==> src/hw/rtl/rmr_pkg.sv <==
package rmr_pkg;

  // Default ring geometry.
  localparam int SLOTS_DEF   = 8;
  localparam int MAX_LEN_DEF = 32;

  // Fixed port field widths.
  localparam int MODE_W   = 2;
  localparam int BYTE_W   = 8;
  localparam int MLEN_W   = 8;
  localparam int INDEX_W  = 8;
  localparam int OSLOT_W  = 3;
  localparam int OLEN_W   = 5;

  // Operation codes carried on the mode field.
  typedef enum logic [MODE_W-1:0] {
    MODE_STORE = 2'd0,
    MODE_SEND  = 2'd1,
    MODE_FREE  = 2'd2
  } mode_t;

  // Commands from the controller to the datapath.
  typedef struct packed {
    logic store;    // store one message byte
    logic free;     // clear one slot length
    logic start;    // begin sending the slot under the send pointer
    logic read;     // fetch the current byte from the byte store
    logic step;     // move to the next byte of the message
    logic advance;  // move the send pointer to the next slot
  } rmr_cmd_t;

  // Status from the datapath to the controller.
  typedef struct packed {
    logic len_zero;  // slot under the send pointer is empty
    logic last;      // current byte is the final byte of the message
  } rmr_stat_t;

endpackage

==> src/hw/rtl/rmr_ram.sv <==
module rmr_ram #(
  parameter int WIDTH = 8,
  parameter int DEPTH = 256
) (
  input  logic                     clk,
  input  logic                     wr_en,
  input  logic [$clog2(DEPTH)-1:0] wr_addr,
  input  logic [WIDTH-1:0]         wr_data,
  input  logic                     rd_en,
  input  logic [$clog2(DEPTH)-1:0] rd_addr,
  output logic [WIDTH-1:0]         rd_data
);

  logic [WIDTH-1:0] mem [DEPTH];

  always_ff @(posedge clk) begin
    if (wr_en) begin
      mem[wr_addr] <= wr_data;
    end
    if (rd_en) begin
      rd_data <= mem[rd_addr];
    end
  end

endmodule

==> src/hw/rtl/rmr_ctrl.sv <==
module rmr_ctrl import rmr_pkg::*; (
  input  logic              clk,
  input  logic              rst,
  input  logic              in_valid,
  output logic              in_stall,
  input  logic [MODE_W-1:0] mode,
  output logic              out_valid,
  input  logic              out_stall,
  input  rmr_stat_t         stat,
  output rmr_cmd_t          cmd
);

  typedef enum logic [2:0] {
    ST_IDLE = 3'b001,
    ST_READ = 3'b010,
    ST_OUT  = 3'b100
  } state_t;

  state_t state;
  state_t state_next;

  always_ff @(posedge clk) begin
    if (rst) begin
      state <= ST_IDLE;
    end else begin
      state <= state_next;
    end
  end

  always_comb begin
    cmd        = '0;
    state_next = state;
    case (state)
      ST_IDLE: begin
        if (in_valid) begin
          case (mode)
            MODE_STORE: cmd.store = 1'b1;
            MODE_SEND: begin
              if (stat.len_zero) begin
                cmd.advance = 1'b1;
              end else begin
                cmd.start  = 1'b1;
                state_next = ST_READ;
              end
            end
            MODE_FREE: cmd.free = 1'b1;
            default: ;
          endcase
        end
      end
      ST_READ: begin
        cmd.read   = 1'b1;
        state_next = ST_OUT;
      end
      ST_OUT: begin
        if (!out_stall) begin
          if (stat.last) begin
            cmd.advance = 1'b1;
            state_next  = ST_IDLE;
          end else begin
            cmd.step   = 1'b1;
            state_next = ST_READ;
          end
        end
      end
      default: state_next = ST_IDLE;
    endcase
  end

  assign in_stall  = (state != ST_IDLE);
  assign out_valid = (state == ST_OUT);

endmodule

==> src/hw/rtl/rmr_dp.sv <==
module rmr_dp import rmr_pkg::*; #(
  parameter int SLOTS   = SLOTS_DEF,
  parameter int MAX_LEN = MAX_LEN_DEF
) (
  input  logic               clk,
  input  logic               rst,
  input  rmr_cmd_t           cmd,
  output rmr_stat_t          stat,
  input  logic [MLEN_W-1:0]  msg_length,
  input  logic [BYTE_W-1:0]  in_byte,
  input  logic [INDEX_W-1:0] slot_index,
  output logic [OSLOT_W-1:0] out_slot,
  output logic [OLEN_W-1:0]  out_length,
  output logic [BYTE_W-1:0]  out_byte,
  output logic               out_last
);

  localparam int SW    = (SLOTS > 1) ? $clog2(SLOTS) : 1;
  localparam int LW    = $clog2(MAX_LEN);
  localparam int DEPTH = SLOTS * MAX_LEN;
  localparam int AW    = $clog2(DEPTH);

  logic [SW-1:0] write_slot;
  logic [SW-1:0] send_slot;
  logic [LW-1:0] byte_counter;
  logic [LW-1:0] send_idx;
  logic [LW-1:0] slot_lengths [SLOTS];

  logic [SW-1:0] write_slot_inc;
  logic [SW-1:0] send_slot_inc;
  logic [LW-1:0] cur_len;
  logic          len_ok;
  logic          len_empty;
  logic          msg_done;
  logic          free_ok;
  logic          ram_we;
  logic [AW-1:0] wr_addr;
  logic [AW-1:0] rd_addr;

  assign write_slot_inc = (write_slot == SW'(SLOTS - 1)) ? '0 : write_slot + SW'(1);
  assign send_slot_inc  = (send_slot == SW'(SLOTS - 1)) ? '0 : send_slot + SW'(1);

  assign cur_len   = slot_lengths[send_slot];
  assign len_ok    = (msg_length < MLEN_W'(MAX_LEN));
  assign len_empty = (msg_length == '0);
  assign msg_done  = ((9'(byte_counter) + 9'd1) >= 9'(msg_length));
  assign free_ok   = (slot_index < INDEX_W'(SLOTS));

  assign ram_we  = cmd.store && len_ok && !len_empty;
  assign wr_addr = AW'(write_slot) * AW'(MAX_LEN) + AW'(byte_counter);
  assign rd_addr = AW'(send_slot) * AW'(MAX_LEN) + AW'(send_idx);

  always_ff @(posedge clk) begin
    if (rst) begin
      write_slot   <= '0;
      send_slot    <= '0;
      byte_counter <= '0;
      send_idx     <= '0;
      for (int i = 0; i < SLOTS; i++) begin
        slot_lengths[i] <= '0;
      end
    end else begin
      if (cmd.store && len_ok) begin
        if (len_empty || msg_done) begin
          slot_lengths[write_slot] <= LW'(msg_length);
          send_slot                <= write_slot;
          write_slot               <= write_slot_inc;
          byte_counter             <= '0;
        end else begin
          byte_counter <= byte_counter + LW'(1);
        end
      end
      if (cmd.free && free_ok) begin
        slot_lengths[slot_index[SW-1:0]] <= '0;
      end
      if (cmd.start) begin
        send_idx <= '0;
      end
      if (cmd.step) begin
        send_idx <= send_idx + LW'(1);
      end
      if (cmd.advance) begin
        send_slot <= send_slot_inc;
      end
    end
  end

  rmr_ram #(
    .WIDTH (BYTE_W),
    .DEPTH (DEPTH)
  ) u_bytes (
    .clk     (clk),
    .wr_en   (ram_we),
    .wr_addr (wr_addr),
    .wr_data (in_byte),
    .rd_en   (cmd.read),
    .rd_addr (rd_addr),
    .rd_data (out_byte)
  );

  assign stat.len_zero = (cur_len == '0);
  assign stat.last     = ((send_idx + LW'(1)) == cur_len);

  assign out_slot   = OSLOT_W'(send_slot);
  assign out_length = OLEN_W'(cur_len);
  assign out_last   = stat.last;

endmodule

==> src/hw/rtl/retransmit_message_ring.sv <==
// Channel   Direction  Handshake            Fields
// input     in         in_valid / in_stall  mode, msg_length, in_byte, slot_index
// output    out        out_valid/out_stall  out_slot, out_length, out_byte, out_last
//
// A store or free word, or a send tick on an empty slot, is accepted and completed in the idle state.
// A send tick on a nonempty slot is accepted in the idle state; then, for each byte, the
// read state does the registered read of the byte store and the out state shows it.
// Synchronous reset clears the slot lengths and all pointers; the byte store is not
// cleared. The input is stalled for the whole of a send, and a stalled output word holds.
module retransmit_message_ring import rmr_pkg::*; #(
  parameter int SLOTS   = SLOTS_DEF,
  parameter int MAX_LEN = MAX_LEN_DEF
) (
  input  logic               clk,
  input  logic               rst,
  input  logic               in_valid,
  output logic               in_stall,
  input  logic [MODE_W-1:0]  mode,
  input  logic [MLEN_W-1:0]  msg_length,
  input  logic [BYTE_W-1:0]  in_byte,
  input  logic [INDEX_W-1:0] slot_index,
  output logic               out_valid,
  input  logic               out_stall,
  output logic [OSLOT_W-1:0] out_slot,
  output logic [OLEN_W-1:0]  out_length,
  output logic [BYTE_W-1:0]  out_byte,
  output logic               out_last
);

  // Commands and status between the sequencer and the datapath.
  rmr_cmd_t  cmd;
  rmr_stat_t stat;

  // The controller accepts a word only while idle, and walks through the
  // bytes of a message one read and one output handshake at a time.
  rmr_ctrl u_ctrl (
    .clk       (clk),
    .rst       (rst),
    .in_valid  (in_valid),
    .in_stall  (in_stall),
    .mode      (mode),
    .out_valid (out_valid),
    .out_stall (out_stall),
    .stat      (stat),
    .cmd       (cmd)
  );

  // The datapath holds the slot pointers, the byte counter of the message
  // being stored, the slot lengths and the byte store itself.
  rmr_dp #(
    .SLOTS   (SLOTS),
    .MAX_LEN (MAX_LEN)
  ) u_dp (
    .clk        (clk),
    .rst        (rst),
    .cmd        (cmd),
    .stat       (stat),
    .msg_length (msg_length),
    .in_byte    (in_byte),
    .slot_index (slot_index),
    .out_slot   (out_slot),
    .out_length (out_length),
    .out_byte   (out_byte),
    .out_last   (out_last)
  );

endmodule

==> config.mk <==
export PLATFORM = sky130hd
export DESIGN_NAME = retransmit_message_ring
export DESIGN_NICKNAME = d
export VERILOG_FILES = /design/src/hw/rtl/rmr_pkg.sv /design/src/hw/rtl/rmr_ram.sv /design/src/hw/rtl/rmr_ctrl.sv /design/src/hw/rtl/rmr_dp.sv /design/src/hw/rtl/retransmit_message_ring.sv
export SDC_FILE = /design/constraint.sdc
export NUM_CORES = 2
export LEC_CHECK = 0
export ABC_CLOCK_PERIOD_IN_PS = 5500
export BUFFER_PORTS_ARGS = -buffer_cell sky130_fd_sc_hd__buf_2
export CAP_MARGIN = 20
export CORE_UTILIZATION = 58
export CTS_CLUSTER_DIAMETER = 60
export DETAILED_ROUTE_END_ITERATION = 12
export PLACE_DENSITY = 0.73
export SETUP_SLACK_MARGIN = 0.02
export SLEW_MARGIN = 25
export SYNTH_ARGS = -nofsm -noshare
export SYNTH_HDL_FRONTEND = slang
export SYNTH_SLANG_ARGS = --single-unit
==> constraint.sdc <==
create_clock -name clk -period 5.5 [get_ports clk]
set_clock_uncertainty 0.15 [all_clocks]
set_input_delay 0.55 -clock clk [delete_from_list [all_inputs] [get_ports clk]]
set_output_delay 0.55 -clock clk [all_outputs]
set_load 0.005 [all_outputs]
=== Yosys cells after proc, flatten, opt, wreduce, memory -nomap -nowiden ===
Memory sizes are Yosys's and may differ from the RTL's. A register that Yosys moved wholly into a read port is not among the register bits.
Index checks and enable logic that the tools add are counted.

* Memory bits (writable): 2088
* Logic and storage cells: 94
* Memories: 2
* Input bits: 30
* Register bits after elaboration: 19
* Output and inout port bits: 19

{| class="wikitable"
|+ Memories
! name !! words !! width !! read ports !! clocked after memory_dff !! write ports !! line !! text
|-
| u_dp.u_bytes.mem || 256 || 8 || 1 || 1 || 1 || rmr_ram.sv:14 || <nowiki>logic [WIDTH-1:0] mem [DEPTH];</nowiki>
|-
| u_dp.slot_lengths || 8 || 5 || 1 || 1 || 8 || rmr_dp.sv:27 || <nowiki>logic [LW-1:0] slot_lengths [SLOTS];</nowiki>
|}

* Equal/unequal tests: 13
* $lt $le $gt $ge: 3
* Reductions and logical operators: 16
* Muxes and demuxes: 48
* Add/sub/neg operators: 7

{| class="wikitable"
|+ Operator list
! cell !! number
|-
| 3-bit 2-to-1 mux || 15
|-
| 5-bit 2-to-1 mux || 5
|-
| 1-bit 2-to-1 mux || 24
|-
| 8-bit by 5-bit adder with 8-bit output || 2
|-
| 5-bit by 1-bit adder with 5-bit output, second input constant || 2
|-
| 5-bit OR reduction || 2
|-
| 3-bit equality test, second input constant || 3
|-
| 9-bit by 8-bit greater-or-equal comparator with 1-bit output || 1
|-
| 3-bit one-hot mux with 3 select lines || 1
|-
| 8-bit logical NOT || 1
|-
| 8-bit by 4-bit < comparator with 1-bit output, second input constant || 1
|-
| 8-bit by 6-bit < comparator with 1-bit output, second input constant || 1
|-
| 2-bit != test, second input constant || 4
|-
| 3-bit by 1-bit adder with 3-bit output, second input constant || 2
|-
| 5-bit by 1-bit adder with 6-bit output, second input constant || 1
|-
| 2-bit nonzero test || 3
|-
| 5-bit equality test || 1
|-
| 5-bit logical NOT || 1
|-
| 2-bit 2-to-1 mux || 2
|-
| 2-bit AND reduction || 2
|-
| 4-bit AND reduction || 1
|-
| 3-bit by 1-bit equality test with 1-bit output, second input constant || 1
|-
| 3-bit by 2-bit equality test with 1-bit output, second input constant || 1
|-
| 1-bit logical AND || 3
|-
| other kinds (7) || 7
|}

=== Longest topological paths before layout ===
* Depth in word-level cells: 12
* Mapped depth: 13
* Gate-level depth less buffers: 10

=== By module ===
Synthesis repeated with hierarchy kept, for this count alone.

* Cells, all modules: 4133
* Area, all modules: 83228.6 µm²

{| class="wikitable"
|+ Modules (own cells, without submodules)
! module !! area an instance (µm²) !! seq. area each (µm²) !! instances !! cells each
|-
| rmr_ram || 79636.4 || 61739.2 || 1 || 3733
|-
| rmr_dp || 3345.7 || 1181.1 || 1 || 373
|-
| rmr_ctrl || 246.5 || 60.1 || 1 || 27
|}

=== Worst setup path after synthesis ===
OpenSTA, ideal clock, no wires.

* Path type: flip-flop to flip-flop
* From: register u_dp.byte_counter[0]
* To: memory u_dp.slot_lengths[0][0] (netlist name), enable pin
* Data required time: 5.036 ns
* Library setup time: 0.314 ns
* Path buffers: 1
* Setup slack: 2.296 ns
* Arrival time: 2.740 ns
* Cell stages (with the launch flop): 11
* Clock period less this slack: 3.204 ns
* Path through: dfxtp_1 > ha_1 > clkbuf_1 > nand3_1 > xnor2_1 > ha_1 > o21a_1 > a21oi_1 > a2111oi_1 > o21bai_1 > nand2_1

{| class="wikitable"
|+ RTL lines
! element !! line !! text
|-
| start, declared || rmr_dp.sv:25 || <nowiki>logic [LW-1:0] byte_counter;</nowiki>
|-
| start signal, assigned || rmr_dp.sv:70 || <nowiki>byte_counter <= byte_counter + LW'(1);</nowiki>
|-
| end, declared || rmr_dp.sv:27 ||
|}

=== Final worst setup path ===
* From: register u_dp.send_idx[1]
* To: output out_last

* Cells in the longest elaborated chain, start to end: 2

{| class="wikitable"
|+ Ends and longest elaborated chain
! element !! line !! text
|-
| start, declared || rmr_dp.sv:26 || <nowiki>logic [LW-1:0] send_idx;</nowiki>
|-
| start signal, assigned || rmr_dp.sv:80 || <nowiki>send_idx <= send_idx + LW'(1);</nowiki>
|-
| 5-bit by 1-bit adder with 5-bit output || rmr_dp.sv:102 || <nowiki>assign stat.last = ((send_idx + LW'(1)) == cur_len);</nowiki>
|-
| 5-bit equality test || rmr_dp.sv:102 ||
|-
| end, declared || retransmit_message_ring.sv:27 || <nowiki>output logic out_last</nowiki>
|}

Every way passes these cells.

==> metrics.md <==
| Metric | Value |
|---|---|
| Hold path cells | `5` |
| FF-to-FF setup slack | `1160 ps` |
| Met1 WL | `80.1 mm` |
| Synth top area share | `75.6%` |
| Hold Crit Start | `mode[1]` |
| CP Data Required Time | `4800 ps` |
| Die width | `381 um` |
| Cell breakdown of the critical path | `and2_2 > xnor2_1 > xnor2_1 > a22oi_1 > nor3_4 > buf_2` |
| Starting Density | `58.7%` |
| Critical Path Most Common Cell | `xnor2_1` |
| Avg Inst Size Synth | `20.1 sq um` |
| PortBufs | `48` |
| Final slew viol count | `0` |
| Routability cong. | `0.870` |
| Tightest Pin Transition | `1080 ps` |
| Initial antenna violation count | `9` |
| Final setup TNS | `0 ps` |
| Class of the worst hold path | `in -> reg` |
| Crit-path slowest cell | `and2_2` |
| Layout cell share with drive strength beyond 1 | `22.2%` |
| Iteration-0 DRC Markers | `6380` |
| First-pass GRT wire length | `306 mm` |
| Num CTS Buffers | `201` |
| DRC viols | `0` |
| Post-Syn Area | `0.0833 sq mm` |
| Synth area leaders | `edfxtp_1 (76%), mux4_2 (12%), mux2i_1 (3.3%), nor2_1 (1.6%), nand2_1 (0.55%)` |
| Reg2Reg Launch Point | `u_dp.send_idx[0]$_SDFFE_PP0P_` |
| Placed instance area | `0.0861 sq mm` |
| Sink Count | `2118` |
| Dpl hpwl | `124 mm` |
| Vias | `43200` |
| Status | `finished clean` |
| Crit path capture type | `output pin` |
| Clock period minus worst slack | `4540 ps` |
| Worst reg2reg path depth | `11` |
| Max VDD drop | `0.279 mV` |
| Leakage power figure | `27.9 nW` |
| Post-route cell area | `0.0928 sq mm` |
| Die footprint | `0.145 sq mm` |
| Worst Path Buf+Inv | `1` |
| Data arrival, critical path | `3840 ps` |
| Final setup violation count | `0` |
| TritonCTS clock tree | `yes` |
| Post-synth EDFFs | `2096` |
| H-tree depth | `4` |
| Max Cap Viol | `0` |
| Netlist cell types | `84` |
| Post-synth ARST share | `0%` |
| Clock transition at path regs | `60 ps` |
| DRT antenna net count | `0` |
| Core Rows | `138` |
| Pwr per Cell Area | `344 mW/mm^2` |
| Final #Nets | `4339` |
| Seq cells post-synth | `2118` |
| Total number of yosys warnings | `0` |
| WS Path Type | `reg -> out` |
| Area of the core | `0.142 sq mm` |
| Bufs on Longest Clock Path | `3` |
| Primary FF master, synth | `edfxtp_1` |
| Worst path top cell family by delay | `simple AND/OR/NAND/NOR gates` |
| Die outline height | `381 um` |
| Layout area overhead | `11.4%` |
| Post-Syn Nets | `4191` |
| Yosys top cell by area | `edfxtp_1` |
| First-pass DRT Iterations | `7` |
| Overflow after GRT | `0` |
| Final period util | `82.6%` |
| Final wirelength | `213 mm` |
| Largest net degree at the start of global routing | `160` |
| Io pins | `49` |
| Met2 Wirelength | `98.4 mm` |
| Fin. Hold Viols | `0` |
| Unrepaired setup endpoints after global routing | `no` |
| Vias in the first global route | `42600` |
| Uppermost layer routed | `met5` |
| Global Route Usage Sum | `29.6%` |
| Critical Path Max Stage Delay | `990 ps` |
| Critical Path Source Type | `register` |
| Drt wl/cell | `33.6 um` |
| Max Clk Rate | `0.220 GHz` |
| Hold_ws | `60.2 ps` |
| Worst skew pair latency | `830 ps` |
| Vias per cell | `6.80` |
| FF-to-FF End | `u_dp.u_bytes.rd_data[2]$_DFFE_PP_` |
| Cells after Synth | `4146` |
| Sequential fraction of the synthesis area | `76.1%` |
| CTS root buf | `clkbuf_16` |
| Worst slew margin | `27.9%` |
| Worst Hold Path EP | `u_ctrl.state[0]$_SDFFE_PP1P_` |
| Crit path max fanout | `43` |
| Met3 routed WL | `26.1 mm` |
-- cell usage in the layout, fill, tap and decap left out, types with 12 or more instances in the layout --
| cell | instances |
|---|---|
| a211oi_1 | 24 |
| a21oi_1 | 85 |
| a221oi_1 | 49 |
| a22oi_1 | 15 |
| a31oi_1 | 13 |
| buf_12 | 25 |
| buf_2 | 40 |
| buf_4 | 124 |
| bufinv_16 | 20 |
| clkbuf_1 | 33 |
| clkbuf_16 | 202 |
| clkinv_1 | 46 |
| clkinv_2 | 47 |
| dfxtp_1 | 15 |
| edfxtp_1 | 2096 |
| ha_1 | 15 |
| inv_1 | 23 |
| mux2i_1 | 271 |
| mux4_2 | 446 |
| nand2_1 | 118 |
| nand3_1 | 22 |
| nor2_1 | 346 |
| nor4_1 | 16 |
| o211ai_1 | 12 |
| o21ai_0 | 84 |
| o221ai_1 | 51 |
| o22ai_1 | 22 |
-- worst reg2reg max path, delay by kind of cell, from the launching register on --
family	cells	cell delay, ps
compound gates	4	1340
flops	1	870
buf+inv	3	790
mux	1	560
simple gates	3	410
-- registers in the layout, summed over array words and instances (netlist names), named ones only --
signal,count
u_dp.out_slot,3
u_ctrl.state,3
u_dp.write_slot,3
u_dp.u_bytes.rd_data,8
u_dp.slot_lengths,40
u_dp.send_idx,5
u_dp.u_bytes.mem,2048
u_dp.byte_counter,5
-- cell type report --
type,count,area (sq um)
Multi-Input combinational cell,1743,18500
Clock inverter,138,1380
Fill cell,9112,49200
Inverter,27,105
Tap cell,1890,2360
Antenna cell,1,2.50
Clock buffer,235,5180
Sequential cell,2118,63400
Timing Repair Buffer,203,1820
-- kinds of logic after synthesis --
kind of cell | after synthesis | synth area share (%)
flops | 2118 | 76.1
mux | 723 | 15.4
simple gates | 582 | 3.00
compound gates | 414 | 3.41
buf+inv | 285 | 1.73
fa+ha+maj | 15 | 0.225
xor+xnor | 9 | 0.0947
-- what timing repair did --
item | in CTS | in global routing
hold buffers | 5 | 0
endpoints found under the hold margin | 18 | 0
gates resized for setup | 0 | 0
buffers inserted | 0 | 0
setup endpoints to repair | 0 | 0
-- routing by layer --
layer / vias up / global-route usage [%]
li1: 17400 / -
met1: 22400 / 42.2
met2: 2907 / 44.5
met3: 483 / 7.98
met4: 10 / 11.0
met5: - / 0
-- cell usage after synthesis, types with 11 or more instances --
cell type / instances
edfxtp_1: 2096
mux4_2: 446
nor2_1: 350
mux2i_1: 271
nand2_1: 123
clkbuf_1: 121
a21oi_1: 85
o21ai_0: 84
buf_2: 59
o221ai_1: 51
a221oi_1: 49
buf_4: 33
inv_1: 26
nand3_1: 26
a211oi_1: 24
buf_1: 23
dfxtp_1: 22
o22ai_1: 22
buf_6: 17
nor4_1: 17
a22oi_1: 15
ha_1: 15
a31oi_1: 13
o211ai_1: 12
nor3_1: 11
-- worst max path at each step --
| stage | start | end | slack [ps] | depth (start not counted) |
|---|---|---|---|---|
| after floorplan | u_dp.byte_counter[0]$_SDFFE_PP0P_ | u_dp.slot_lengths[0][0]$_SDFFCE_PN0P_ | 2300 | 10 |
| after global placement | u_dp.send_idx[0]$_SDFFE_PP0P_ | u_dp.u_bytes.rd_data[2]$_DFFE_PP_ | 1120 | 8 |
| after detailed placement | u_dp.send_idx[0]$_SDFFE_PP0P_ | u_dp.u_bytes.rd_data[2]$_DFFE_PP_ | 1310 | 11 |
| after CTS | u_dp.send_idx[1]$_SDFFE_PP0P_ | out_last | 960 | 6 |
| after global routing | u_dp.send_idx[1]$_SDFFE_PP0P_ | out_last | 890 | 6 |
| final | u_dp.send_idx[1]$_SDFFE_PP0P_ | out_last | 960 | 6 |
-- per-stage QoR --
stage                     power [mW]  worst slack (ps)  instances  util [%]
after global routing            32.6               889       6355      65.4
after floorplan                 18.2              2300       4146         -
after global placement          18.5              1120       5975      60.7
final                           32.0               959       6355      65.4
after detailed placement        18.5              1310       5975      60.7
after CTS                       32.0               958       6353      65.3
-- report_power, final --
| part | switching, mW | internal, mW |
|---|---|---|
| registers | 0.0160 | 17.7 |
| clock network | 6.05 | 7.72 |
| logic | 0.355 | 0.0747 |
Note: power is estimated with default switching activity, not from simulation.
